File: config.mk
export PLATFORM = sky130hd
export DESIGN_NAME = two_bank_multilevel_scheduler
export DESIGN_NICKNAME = d
export VERILOG_FILES = /design/src/hdl/tbms_pkg.sv /design/src/hdl/tbms_qinfo.sv /design/src/hdl/two_bank_multilevel_scheduler.sv
export SDC_FILE = /design/constraint.sdc
export NUM_CORES = 2
export LEC_CHECK = 0
export ABC_CLOCK_PERIOD_IN_PS = 4700
export BUFFER_PORTS_ARGS = -buffer_cell sky130_fd_sc_hd__clkbuf_2
export CAP_MARGIN = 25
export CORE_ASPECT_RATIO = 2
export CORE_UTILIZATION = 40
export CTS_CLUSTER_SIZE = 12
export DETAILED_ROUTE_END_ITERATION = 8
export PLACE_DENSITY_LB_ADDON = 0.05
export SKIP_CTS_REPAIR_TIMING = 1
export SYNTH_ARGS = -nofsm -noshare
export SYNTH_HDL_FRONTEND = slang
export SYNTH_SLANG_ARGS = --single-unit
File: constraint.sdc
create_clock -name clk -period 4.7 [get_ports clk]
set_input_delay 0.94 -clock clk [delete_from_list [all_inputs] [get_ports clk]]
set_output_delay 0.94 -clock clk [all_outputs]
set_load 0.02 [all_outputs]
File: src/hdl/tbms_pkg.sv
// ----------------------------------------------------------------------------
// Two-bank multilevel scheduler package
// Field widths, operation codes and quantum constants shared by the design.
// ----------------------------------------------------------------------------
package tbms_pkg;

  localparam int FIELD_ID_W = 8;
  localparam int QUANT_W    = 5;
  localparam int LVL_CFG_W  = 4;

  localparam logic [LVL_CFG_W-1:0] LEVELS_RESET = 4'd8;

  localparam logic ACT_ADD     = 1'b0;
  localparam logic ACT_RESCHED = 1'b1;

  localparam int QUANTUM_BASE = 10;
  localparam int QUANTUM_STEP = 2;
  localparam int QUANTUM_MAX  = 31;

endpackage

File: src/hdl/tbms_qinfo.sv
// ----------------------------------------------------------------------------
// Queue descriptor table
// Holds head pointer and fill count for every queue of both banks. Entries
// that were never written read as an empty queue. One write and one
// registered read per cycle.
// ----------------------------------------------------------------------------
module tbms_qinfo #(
  parameter int NQ     = 16,
  parameter int ADDR_W = 4,
  parameter int PTR_W  = 4,
  parameter int CNT_W  = 5
) (
  input  logic              clk,
  input  logic              rst_n,
  input  logic [ADDR_W-1:0] rd_addr,
  output logic [PTR_W-1:0]  rd_head,
  output logic [CNT_W-1:0]  rd_count,
  input  logic              wr_en,
  input  logic [ADDR_W-1:0] wr_addr,
  input  logic [PTR_W-1:0]  wr_head,
  input  logic [CNT_W-1:0]  wr_count
);

  logic [NQ-1:0]    vld_r;
  logic             rd_vld_r;
  logic [PTR_W-1:0] head_mem [NQ];
  logic [CNT_W-1:0] cnt_mem [NQ];
  logic [PTR_W-1:0] rd_head_r;
  logic [CNT_W-1:0] rd_cnt_r;

  always_ff @(posedge clk) begin
    if (!rst_n) begin
      vld_r    <= '0;
      rd_vld_r <= 1'b0;
    end else begin
      if (wr_en) begin
        vld_r[wr_addr] <= 1'b1;
      end
      rd_vld_r <= vld_r[rd_addr];
    end
  end

  always_ff @(posedge clk) begin
    if (wr_en) begin
      head_mem[wr_addr] <= wr_head;
      cnt_mem[wr_addr]  <= wr_count;
    end
    rd_head_r <= head_mem[rd_addr];
    rd_cnt_r  <= cnt_mem[rd_addr];
  end

  assign rd_head  = rd_vld_r ? rd_head_r : '0;
  assign rd_count = rd_vld_r ? rd_cnt_r : '0;

endmodule

File: src/hdl/two_bank_multilevel_scheduler.sv
// An add word passes S_ENQ_RD and S_ENQ_CHK, then S_FIN loads its result into
// the output register. A reschedule word hands back an id in those states when
// it has one, scans levels in S_SCAN_RD and S_SCAN_CHK with at most one bank
// swap, reads a grant's id in S_DEQ_WAIT and ends in S_FIN, which waits while
// the output register is stalled. One word is in work at a time; a new word is
// taken in the cycle after the result is loaded into it. Reset is synchronous,
// active low, and clears all queues at once through per-queue valid bits.
// ----------------------------------------------------------------------------
// Two-bank multilevel scheduler
// Active and expired banks of FIFO queues, one queue per level per bank.
// A small sequencer walks the levels one per step through a shared
// descriptor table and a shared id store.
// ----------------------------------------------------------------------------
module two_bank_multilevel_scheduler #(
  parameter int LEVELS      = 8,
  parameter int QUEUE_DEPTH = 16,
  parameter int ID_BITS     = 8
) (
  input  logic                             clk,
  input  logic                             rst_n,
  input  logic                             in_valid,
  output logic                             in_stall,
  input  logic                             in_action,
  input  logic [tbms_pkg::FIELD_ID_W-1:0]  in_new_id,
  input  logic                             in_has_current,
  input  logic [tbms_pkg::FIELD_ID_W-1:0]  in_current_id,
  output logic                             out_valid,
  input  logic                             out_stall,
  output logic                             out_granted,
  output logic [tbms_pkg::FIELD_ID_W-1:0]  out_granted_id,
  output logic [tbms_pkg::QUANT_W-1:0]     out_quantum,
  output logic                             out_empty_res,
  output logic                             out_overflow,
  input  logic                             cfg_wr_en,
  input  logic [tbms_pkg::LVL_CFG_W-1:0]   cfg_wr_data
);

  localparam int NQ  = 2 * LEVELS;
  localparam int QW  = $clog2(NQ);
  localparam int LW  = $clog2(LEVELS + 1);
  localparam int LW1 = LW + 1;
  localparam int PW  = $clog2(QUEUE_DEPTH);
  localparam int PW1 = PW + 1;
  localparam int CW  = $clog2(QUEUE_DEPTH + 1);
  localparam int NS  = NQ * QUEUE_DEPTH;
  localparam int SW  = $clog2(NS);
  localparam int HW  = $clog2(NS + 1);

  localparam logic [2:0] S_IDLE     = 3'd0;
  localparam logic [2:0] S_ENQ_RD   = 3'd1;
  localparam logic [2:0] S_ENQ_CHK  = 3'd2;
  localparam logic [2:0] S_SCAN_RD  = 3'd3;
  localparam logic [2:0] S_SCAN_CHK = 3'd4;
  localparam logic [2:0] S_DEQ_WAIT = 3'd5;
  localparam logic [2:0] S_FIN      = 3'd6;

  function automatic logic [QW-1:0] qidx(input logic b, input logic [LW-1:0] l);
    return QW'(b) * QW'(LEVELS) + QW'(l);
  endfunction

  function automatic logic [SW-1:0] sidx(input logic [QW-1:0] q, input logic [PW-1:0] s);
    return SW'(q) * SW'(QUEUE_DEPTH) + SW'(s);
  endfunction

  logic [2:0]                         state_r, state_nxt;
  logic [tbms_pkg::LVL_CFG_W-1:0]     levels_r, levels_nxt;
  logic                               act_r, act_nxt;
  logic [ID_BITS-1:0]                 id_r, id_nxt;
  logic [LW-1:0]                      eff_l_r, eff_l_nxt;
  logic                               bank_r, bank_nxt;
  logic [LW-1:0]                      last_r, last_nxt;
  logic                               swapped_r, swapped_nxt;
  logic [QW-1:0]                      tgt_q_r, tgt_q_nxt;
  logic [HW-1:0]                      held_r, held_nxt;
  logic                               granted_r, granted_nxt;
  logic [tbms_pkg::FIELD_ID_W-1:0]    gid_r, gid_nxt;
  logic [tbms_pkg::QUANT_W-1:0]       quant_r, quant_nxt;
  logic                               ovf_r, ovf_nxt;
  logic                               out_valid_r, out_valid_nxt;
  logic                               o_granted_r, o_granted_nxt;
  logic [tbms_pkg::FIELD_ID_W-1:0]    o_gid_r, o_gid_nxt;
  logic [tbms_pkg::QUANT_W-1:0]       o_quant_r, o_quant_nxt;
  logic                               o_empty_r, o_empty_nxt;
  logic                               o_ovf_r, o_ovf_nxt;

  logic [LW-1:0]      eff_l;
  logic [LW1-1:0]     lvl_p1;
  logic [LW1-1:0]     lvl_max;
  logic [LW-1:0]      dem_lvl;
  logic [PW1-1:0]     slot_sum;
  logic [PW-1:0]      slot;
  logic [PW1-1:0]     head_p1;
  logic [PW-1:0]      head_inc;
  logic [LW-1:0]      lvl_diff;
  logic [7:0]         quant_raw;
  logic [tbms_pkg::QUANT_W-1:0] quant;

  logic [QW-1:0]      qi_rd_addr;
  logic [PW-1:0]      qi_head;
  logic [CW-1:0]      qi_cnt;
  logic               qi_we;
  logic [PW-1:0]      qi_wh;
  logic [CW-1:0]      qi_wc;

  logic [ID_BITS-1:0] store_mem [NS];
  logic [ID_BITS-1:0] store_q;
  logic               st_we;
  logic [SW-1:0]      st_wa;
  logic [SW-1:0]      st_ra;

  tbms_qinfo #(
    .NQ     (NQ),
    .ADDR_W (QW),
    .PTR_W  (PW),
    .CNT_W  (CW)
  ) u_qinfo (
    .clk      (clk),
    .rst_n    (rst_n),
    .rd_addr  (qi_rd_addr),
    .rd_head  (qi_head),
    .rd_count (qi_cnt),
    .wr_en    (qi_we),
    .wr_addr  (tgt_q_r),
    .wr_head  (qi_wh),
    .wr_count (qi_wc)
  );

  always_ff @(posedge clk) begin
    if (st_we) begin
      store_mem[st_wa] <= id_r;
    end
    store_q <= store_mem[st_ra];
  end

  always_comb begin
    if (levels_r == '0) begin
      eff_l = LW'(1);
    end else if (int'(levels_r) > LEVELS) begin
      eff_l = LW'(LEVELS);
    end else begin
      eff_l = LW'(levels_r);
    end
    lvl_p1  = LW1'(last_r) + LW1'(1);
    lvl_max = LW1'(eff_l) - LW1'(1);
    dem_lvl = (lvl_p1 > lvl_max) ? lvl_max[LW-1:0] : lvl_p1[LW-1:0];

    slot_sum = PW1'(qi_head) + PW1'(qi_cnt);
    slot     = (slot_sum >= PW1'(QUEUE_DEPTH)) ?
               PW'(slot_sum - PW1'(QUEUE_DEPTH)) : slot_sum[PW-1:0];
    head_p1  = PW1'(qi_head) + PW1'(1);
    head_inc = (head_p1 == PW1'(QUEUE_DEPTH)) ? '0 : head_p1[PW-1:0];

    lvl_diff  = eff_l_r - last_r;
    quant_raw = 8'(lvl_diff) * 8'(tbms_pkg::QUANTUM_STEP) + 8'(tbms_pkg::QUANTUM_BASE);
    quant     = (quant_raw > 8'(tbms_pkg::QUANTUM_MAX)) ?
                tbms_pkg::QUANT_W'(tbms_pkg::QUANTUM_MAX) :
                quant_raw[tbms_pkg::QUANT_W-1:0];
  end

  always_comb begin
    state_nxt     = state_r;
    levels_nxt    = levels_r;
    act_nxt       = act_r;
    id_nxt        = id_r;
    eff_l_nxt     = eff_l_r;
    bank_nxt      = bank_r;
    last_nxt      = last_r;
    swapped_nxt   = swapped_r;
    tgt_q_nxt     = tgt_q_r;
    held_nxt      = held_r;
    granted_nxt   = granted_r;
    gid_nxt       = gid_r;
    quant_nxt     = quant_r;
    ovf_nxt       = ovf_r;
    out_valid_nxt = out_valid_r;
    o_granted_nxt = o_granted_r;
    o_gid_nxt     = o_gid_r;
    o_quant_nxt   = o_quant_r;
    o_empty_nxt   = o_empty_r;
    o_ovf_nxt     = o_ovf_r;
    qi_rd_addr    = '0;
    qi_we         = 1'b0;
    qi_wh         = qi_head;
    qi_wc         = qi_cnt;
    st_we         = 1'b0;
    st_wa         = sidx(tgt_q_r, slot);
    st_ra         = '0;

    if (out_valid_r && !out_stall) begin
      out_valid_nxt = 1'b0;
    end
    if (cfg_wr_en) begin
      levels_nxt = cfg_wr_data;
    end

    unique case (state_r)
      S_IDLE: begin
        if (in_valid) begin
          act_nxt     = in_action;
          eff_l_nxt   = eff_l;
          swapped_nxt = 1'b0;
          granted_nxt = 1'b0;
          gid_nxt     = '0;
          quant_nxt   = '0;
          ovf_nxt     = 1'b0;
          if (in_action == tbms_pkg::ACT_ADD) begin
            id_nxt    = ID_BITS'(in_new_id);
            tgt_q_nxt = qidx(bank_r, LW'(0));
            state_nxt = S_ENQ_RD;
          end else if (in_has_current) begin
            id_nxt    = ID_BITS'(in_current_id);
            tgt_q_nxt = qidx(~bank_r, dem_lvl);
            state_nxt = S_ENQ_RD;
          end else begin
            state_nxt = S_SCAN_RD;
          end
        end
      end
      S_ENQ_RD: begin
        qi_rd_addr = tgt_q_r;
        state_nxt  = S_ENQ_CHK;
      end
      S_ENQ_CHK: begin
        if (qi_cnt == CW'(QUEUE_DEPTH)) begin
          ovf_nxt = 1'b1;
        end else begin
          st_we    = 1'b1;
          qi_we    = 1'b1;
          qi_wc    = qi_cnt + CW'(1);
          held_nxt = held_r + HW'(1);
        end
        state_nxt = (act_r == tbms_pkg::ACT_ADD) ? S_FIN : S_SCAN_RD;
      end
      S_SCAN_RD: begin
        if (last_r < eff_l_r) begin
          qi_rd_addr = qidx(bank_r, last_r);
          tgt_q_nxt  = qidx(bank_r, last_r);
          state_nxt  = S_SCAN_CHK;
        end else if (!swapped_r) begin
          bank_nxt    = ~bank_r;
          last_nxt    = '0;
          swapped_nxt = 1'b1;
        end else begin
          state_nxt = S_FIN;
        end
      end
      S_SCAN_CHK: begin
        if (qi_cnt != '0) begin
          st_ra       = sidx(tgt_q_r, qi_head);
          qi_we       = 1'b1;
          qi_wh       = head_inc;
          qi_wc       = qi_cnt - CW'(1);
          held_nxt    = held_r - HW'(1);
          granted_nxt = 1'b1;
          quant_nxt   = quant;
          state_nxt   = S_DEQ_WAIT;
        end else begin
          last_nxt  = last_r + LW'(1);
          state_nxt = S_SCAN_RD;
        end
      end
      S_DEQ_WAIT: begin
        gid_nxt   = tbms_pkg::FIELD_ID_W'(store_q);
        state_nxt = S_FIN;
      end
      S_FIN: begin
        if (!out_valid_r || !out_stall) begin
          out_valid_nxt = 1'b1;
          o_granted_nxt = granted_r;
          o_gid_nxt     = gid_r;
          o_quant_nxt   = quant_r;
          o_empty_nxt   = (held_r == '0);
          o_ovf_nxt     = ovf_r;
          state_nxt     = S_IDLE;
        end
      end
      default: begin
        state_nxt = S_IDLE;
      end
    endcase
  end

  always_ff @(posedge clk) begin
    if (!rst_n) begin
      state_r     <= S_IDLE;
      levels_r    <= tbms_pkg::LEVELS_RESET;
      bank_r      <= 1'b0;
      last_r      <= '0;
      held_r      <= '0;
      swapped_r   <= 1'b0;
      out_valid_r <= 1'b0;
    end else begin
      state_r     <= state_nxt;
      levels_r    <= levels_nxt;
      bank_r      <= bank_nxt;
      last_r      <= last_nxt;
      held_r      <= held_nxt;
      swapped_r   <= swapped_nxt;
      out_valid_r <= out_valid_nxt;
    end
  end

  always_ff @(posedge clk) begin
    act_r       <= act_nxt;
    id_r        <= id_nxt;
    eff_l_r     <= eff_l_nxt;
    tgt_q_r     <= tgt_q_nxt;
    granted_r   <= granted_nxt;
    gid_r       <= gid_nxt;
    quant_r     <= quant_nxt;
    ovf_r       <= ovf_nxt;
    o_granted_r <= o_granted_nxt;
    o_gid_r     <= o_gid_nxt;
    o_quant_r   <= o_quant_nxt;
    o_empty_r   <= o_empty_nxt;
    o_ovf_r     <= o_ovf_nxt;
  end

  assign in_stall       = (state_r != S_IDLE);
  assign out_valid      = out_valid_r;
  assign out_granted    = o_granted_r;
  assign out_granted_id = o_gid_r;
  assign out_quantum    = o_quant_r;
  assign out_empty_res  = o_empty_r;
  assign out_overflow   = o_ovf_r;

endmodule
== Yosys cells after proc, flatten, opt, wreduce, memory -nomap -nowiden ==
Memory sizes are Yosys's and may differ from the RTL's. A register that Yosys moved wholly into a read port is not among the register bits.
Index checks and enable logic that the tools add are counted.
Storage, ports and cells
  register bits: 88
  latch bits: 0
  RAM bits: 2192
  ROM bits: 0
  output and inout bits: 18
  logic and storage cells: 168
  memories kept: 3
Memories
  store_mem: depth 256, bits a word 8, read ports 1, clocked after memory_dff 1, wr ports 1, RTL line two_bank_multilevel_scheduler.sv:105  | logic [ID_BITS-1:0] store_mem [NS];
  u_qinfo.cnt_mem: depth 16, bits a word 5, read ports 1, clocked after memory_dff 1, wr ports 1, RTL line tbms_qinfo.sv:27  | logic [CNT_W-1:0] cnt_mem [NQ];
  u_qinfo.head_mem: depth 16, bits a word 4, read ports 1, clocked after memory_dff 1, wr ports 1, RTL line tbms_qinfo.sv:26  | logic [PTR_W-1:0] head_mem [NQ];
Cells by class
  add/subtract/negate cells: 16
  multipliers: 0
  divide/modulo/power cells: 0
  $lt $le $gt $ge: 8
  eq/ne operators: 20
  shifts and indexed selects: 0
  muxes and demuxes: 67
  bitwise operators: 4
  reductions and logical operators: 28
Operators by type and width (number)
  $mux 4: 16
  $mux 8: 5
  $mux 5: 6
  $pmux 4 s2: 3
  $pmux 3 s7: 1
  $reduce_and 3->1: 7
  $pmux 5 s2: 2
  $mux 3: 6
  $mux 9: 2
  $ne 2x2->1 const B: 9
  $pmux 9 s2: 1
  $add 8x4->8: 2
  $mux 1: 16
  $or 16x16->16: 1
  $pmux 8 s2: 1
  $reduce_bool 2->1: 6
  $add 4x1->5 const B: 2
  $eq 5x5->1 const B: 2
  $lt 4x5->1 const B: 2
  $add 9x1->9 const B: 1
  $eq 3x3->1 const B: 3
  $logic_not 9->1: 1
  $sub 9x1->9 const B: 1
  $add 4x4->4: 2
  32 further kinds: 45

== Depth between registers and ports, before layout ==
  depth in word-level cells: 11
  gate-level depth with buffers: 22
  gate-level depth less buffers: 15

== Modules after synthesis ==
From an unflattened synthesis, not the netlist that was laid out.
Unflattened totals
  cells, all modules: 5735
  area, all modules: 91741.7 um^2
Modules (own cells, without submodules)
  two_bank_multilevel_scheduler: times used 1, cells each 5417, area each 85306.8 um^2
  tbms_qinfo: times used 1, cells each 318, area each 6434.9 um^2

== Worst setup path after synthesis ==
Ideal clock, no wire load.
  path type: register -> register
  from: register id_r[0]
  to: memory store_mem[0][0], data pin
  arrival time: 3.228 ns
  path slack: 0.654 ns
  cell stages (with the launch flop): 1
  period minus slack after synthesis: 4.046 ns
  path through: edfxtp_1
RTL lines
  start: declaration: RTL line two_bank_multilevel_scheduler.sv:68  | logic [ID_BITS-1:0] id_r, id_nxt;
  start signal: assignment: RTL line two_bank_multilevel_scheduler.sv:305  | id_r <= id_nxt;
  end: declaration: RTL line two_bank_multilevel_scheduler.sv:105
No word-level cell before the write port.

== Worst setup path in the final report ==
  from: register u_qinfo.rd_vld_r
  to: register store_q[6] (read register of store_mem)
On the way
  word-level cells in the longest chain between the ends: 4
Ends and longest elaborated chain
  start: declaration: RTL line tbms_qinfo.sv:25  | logic rd_vld_r;
  start signal: assignment: RTL line tbms_qinfo.sv:39  | rd_vld_r <= vld_r[rd_addr];
  $mux 4 or $mux 5 (tied branches): RTL line tbms_qinfo.sv:52, tbms_qinfo.sv:53
  $add 8x4->8 or $reduce_bool 5->1 (tied branches): RTL line two_bank_multilevel_scheduler.sv:62, two_bank_multilevel_scheduler.sv:248
  $mux 8 *: RTL line two_bank_multilevel_scheduler.sv:248  | if (qi_cnt != '0) begin
  $mux 8 *: RTL line two_bank_multilevel_scheduler.sv:196  | unique case (state_r)
  end: declaration: RTL line two_bank_multilevel_scheduler.sv:106  | logic [ID_BITS-1:0] store_q;
Mark *: on every way between the ends. The rest lies on a longest branch, timed or not.
A chain may end at the register's enable or synchronous reset.

==> results.md <==
- Status: finished, final reports clean
- Clock root buffer: clkbuf_16
- Crit path max fanout: 29
- Horiz. Die Dim: 341.4 um
- CORE AREA: 228400 um2
- Count leader, synth: edfxtp_1
- Post-Syn Instances: 6652
- Die Ht: 680.7 um
- Worst-case clock buffer depth: 4
- Detailed-route DRC error count: 0
- Hold Startpoint: cfg_wr_data[3]
- Share of post-route cells with drive strength above 1: 0.1702
- Distinct cell type count after synthesis: 80
- Avg Vias per Cell: 5.871
- Top cells by instance count after synthesis: edfxtp_1, nand2_1, nand3_1
- Initial antenna violation count: 17
- P_sw: 10.25 mW
- Clk pwr share: 0.382
- Cts bufs inserted: 223
- Worst slew margin: 0.1150
- Post-synth top area share: 0.7300
- Syn-to-layout area delta: 16.12%
- Post-synth top flop: edfxtp_1
- Final Max Tran Viols: 0
- Avg Cell Area, Syn: 13.85 um2
- Clock slew at reported path FFs: 0.07 ns
- H-tree lvl count: 4
- Via Count: 60430
- Combinational power share: 0.074
- GRT Total Usage: 0.3068
- Vias in the first global route: 60100
- IO Count: 45
- Seq/Total Area, Yosys: 0.7424
- PD cells: 400.3 nW/um2
- Max_cap viols: 0
- Int Pwr: 32.58 mW
- Critical path start-end classification: flip-flop to flip-flop
- YS warnings: 0
- GR Overflow Total: 0
- Final hold viol count: 0
- Post-synthesis cell area: 92140 um2
- Multi-input logic area: 22070 um2
- GPL Wtd Cong: 0.9493
- Async set or reset register ratio after synthesis: 0
- PortBufs: 44
- DR iter-0 viols: 6188
- #FFs+latches synth: 2297
- Least-Margin Pin Slew: 1.328 ns
- Nets: 7254
- Largest net degree at the start of global routing: 145
- Sequential Area: 68410 um2
- Yosys top cell by area: edfxtp_1
- Part of the power in registers: 0.545
- Fin crit period: 4.683 ns
- Total clock sinks: 2297
- EDFF count, synth: 2240
- LEAKAGE: 36.47 nW
- Worst EP arrival: 5.49 ns
- Global-route wire length before repair: 492.4 mm
- # rows: 248
- Sw frac: 0.2393
- HP Class: primary input to flip-flop
- Final Util: 0.4685
- CTS tree: done
- Initial Util: 0.4034
- CP startpoint: u_qinfo.rd_vld_r$_SDFF_PN0_
- Die Area: 232400 um2
- CP required: 5.51 ns
- Max Fclk: 213.5 MHz
- Critical path startpoint category: flip-flop
- Worst r2r src: u_qinfo.rd_vld_r$_SDFF_PN0_
- RSZ-0062 raised after global routing: no
- Fill cell count: 20420
- Worst hold slack: 0.2680 ns
- Final WL: 359.3 mm
- Clock skew: 0.04576 ns
- Critical path capture point type: flip-flop
- Peak supply drop: 0.2741 mV
- Antenna Nets Post-Route: 0
- Hpwl dp: 241.1 mm
- Clk Latency, worst-skew pair: 0.92 ns
- Period utilization: 0.9965
- Most area-consuming cells after synthesis: edfxtp_1, nand2_1, nand3_1
- DR pass1 iterations: 8
- Avg WL per Cell: 34.90 um
- Final setup vio count: 0
==> power groups by stage <==
stage	sequential [mW]	clock, mW	combinational (mW)
after CTS	23.3	16.6	3.15
after global routing	23.3	17.2	3.26
after global placement	23.8	0	3.07
final	23.3	16.3	3.16
after floorplan	24.1	0	1.04
after detailed placement	23.8	0	3.14
==> critical path, stage by stage (launching register included) <==
cell and delay, ns:
dfxtp_1 0.33, and2_1 0.15, inv_1 0.05, ha_1 0.22, or4b_2 0.89, nand3_4 0.22, buf_12 0.19, buf_12 0.24
nand3_1 0.08, and3_1 0.21, a211oi_1 0.60, o21ai_1 0.40, a21oi_1 0.58, o32ai_1 0.13, and2_1 0.19
==> cells by family after synthesis <==
logic type               Yosys count  share of synthesized area
buffers and inverters            465                    0.02147
other                              1                 0.00004070
AND/OR/NAND/NOR                 2861                     0.1342
AO/OA/AOI/OAI                    728                    0.05018
multiplexers                     246                    0.04512
adder cells (fa/ha/maj)           29                   0.004183
XOR/XNOR                          25                   0.002376
flip-flops                      2297                     0.7424
==> layout make-up <==
| class | count | area share |
|---|---|---|
| Antenna cell | 9 | 0.0002105 |
| Tap cell | 3000 | 0.03508 |
| Inverter | 27 | 0.0009472 |
| Clock inverter | 18 | 0.001333 |
| Timing Repair Buffer | 758 | 0.06147 |
| Multi-Input combinational cell | 3891 | 0.2063 |
| Sequential cell | 2297 | 0.6394 |
| Clock buffer | 293 | 0.05529 |
==> cell usage in the layout, fill, tap and decap left out, types with 10 or more instances in the layout <==
cell       count
o21ai_0       62
nand2_2       13
mux2_2        55
a21oi_1      251
o22ai_1       34
a311oi_1      20
inv_1         24
and3_1       121
nand2b_1      12
buf_12        75
dfxtp_1       57
clkbuf_1      65
mux4_2       130
nand2_1     1456
nor3_1       106
a22oi_1       44
a21o_1        11
o211ai_1      12
a32oi_1       14
and2_1        11
mux2i_1       61
nor2b_1       14
nor4_1        36
a31oi_1      121
ha_1          25
buf_4        631
nor2_1       410
nand3_1      601
a211oi_1      65
nand4_1       30
clkbuf_16    225
xnor2_1       15
clkbuf_2      44
xor2_1        10
edfxtp_1    2240
==> registers in the layout (all words and copies together), names as in the netlist, 8 cells and up <==
register,flops
store_q,8
id_r,8
gid_r,8
held_r,9
store_mem,2048
u_qinfo.vld_r,16
u_qinfo.head_mem,64
u_qinfo.cnt_mem,80
out_granted_id,8
==> final timing paths <==
check | depth (start not counted) | end | slack [ns]
worst max-delay path | 14 | store_q[6]$_DFF_P_ | 0.02
worst min-delay path | 3 | levels_r[3]$_SDFFE_PN1P_ | 0.27
worst max register to register | 14 | store_q[6]$_DFF_P_ | 0.02
worst min register to register | 0 | out_granted_id[0]$_DFFE_PP_ | 0.41
==> stage by stage <==
step | TNS, ns | instance area [um2] | instances | setup slack [ns] | total power [mW]
after CTS | -0.03794 | 106900 | 10280 | -0.02809 | 43.08
final | 0 | 107000 | 10290 | 0.01657 | 42.82
after detailed placement | -0.01467 | 100900 | 9971 | -0.01467 | 26.90
after global placement | -0.7360 | 100700 | 9962 | -0.5923 | 26.84
after global routing | 0 | 107000 | 10290 | 0.001167 | 43.80
after floorplan | 0 | 92140 | 6653 | 0.6543 | 25.14
==> routing by layer <==
metal / global-route usage / share of wire / wire [um]
met5: 0 / 0.00014 / 50
met1: 0.3405 / 0.35 / 124900
met3: 0.04130 / 0.056 / 20250
met2: 0.5466 / 0.52 / 186700
met4: 0.2010 / 0.076 / 27390
Power figures use the tool's default switching activity.
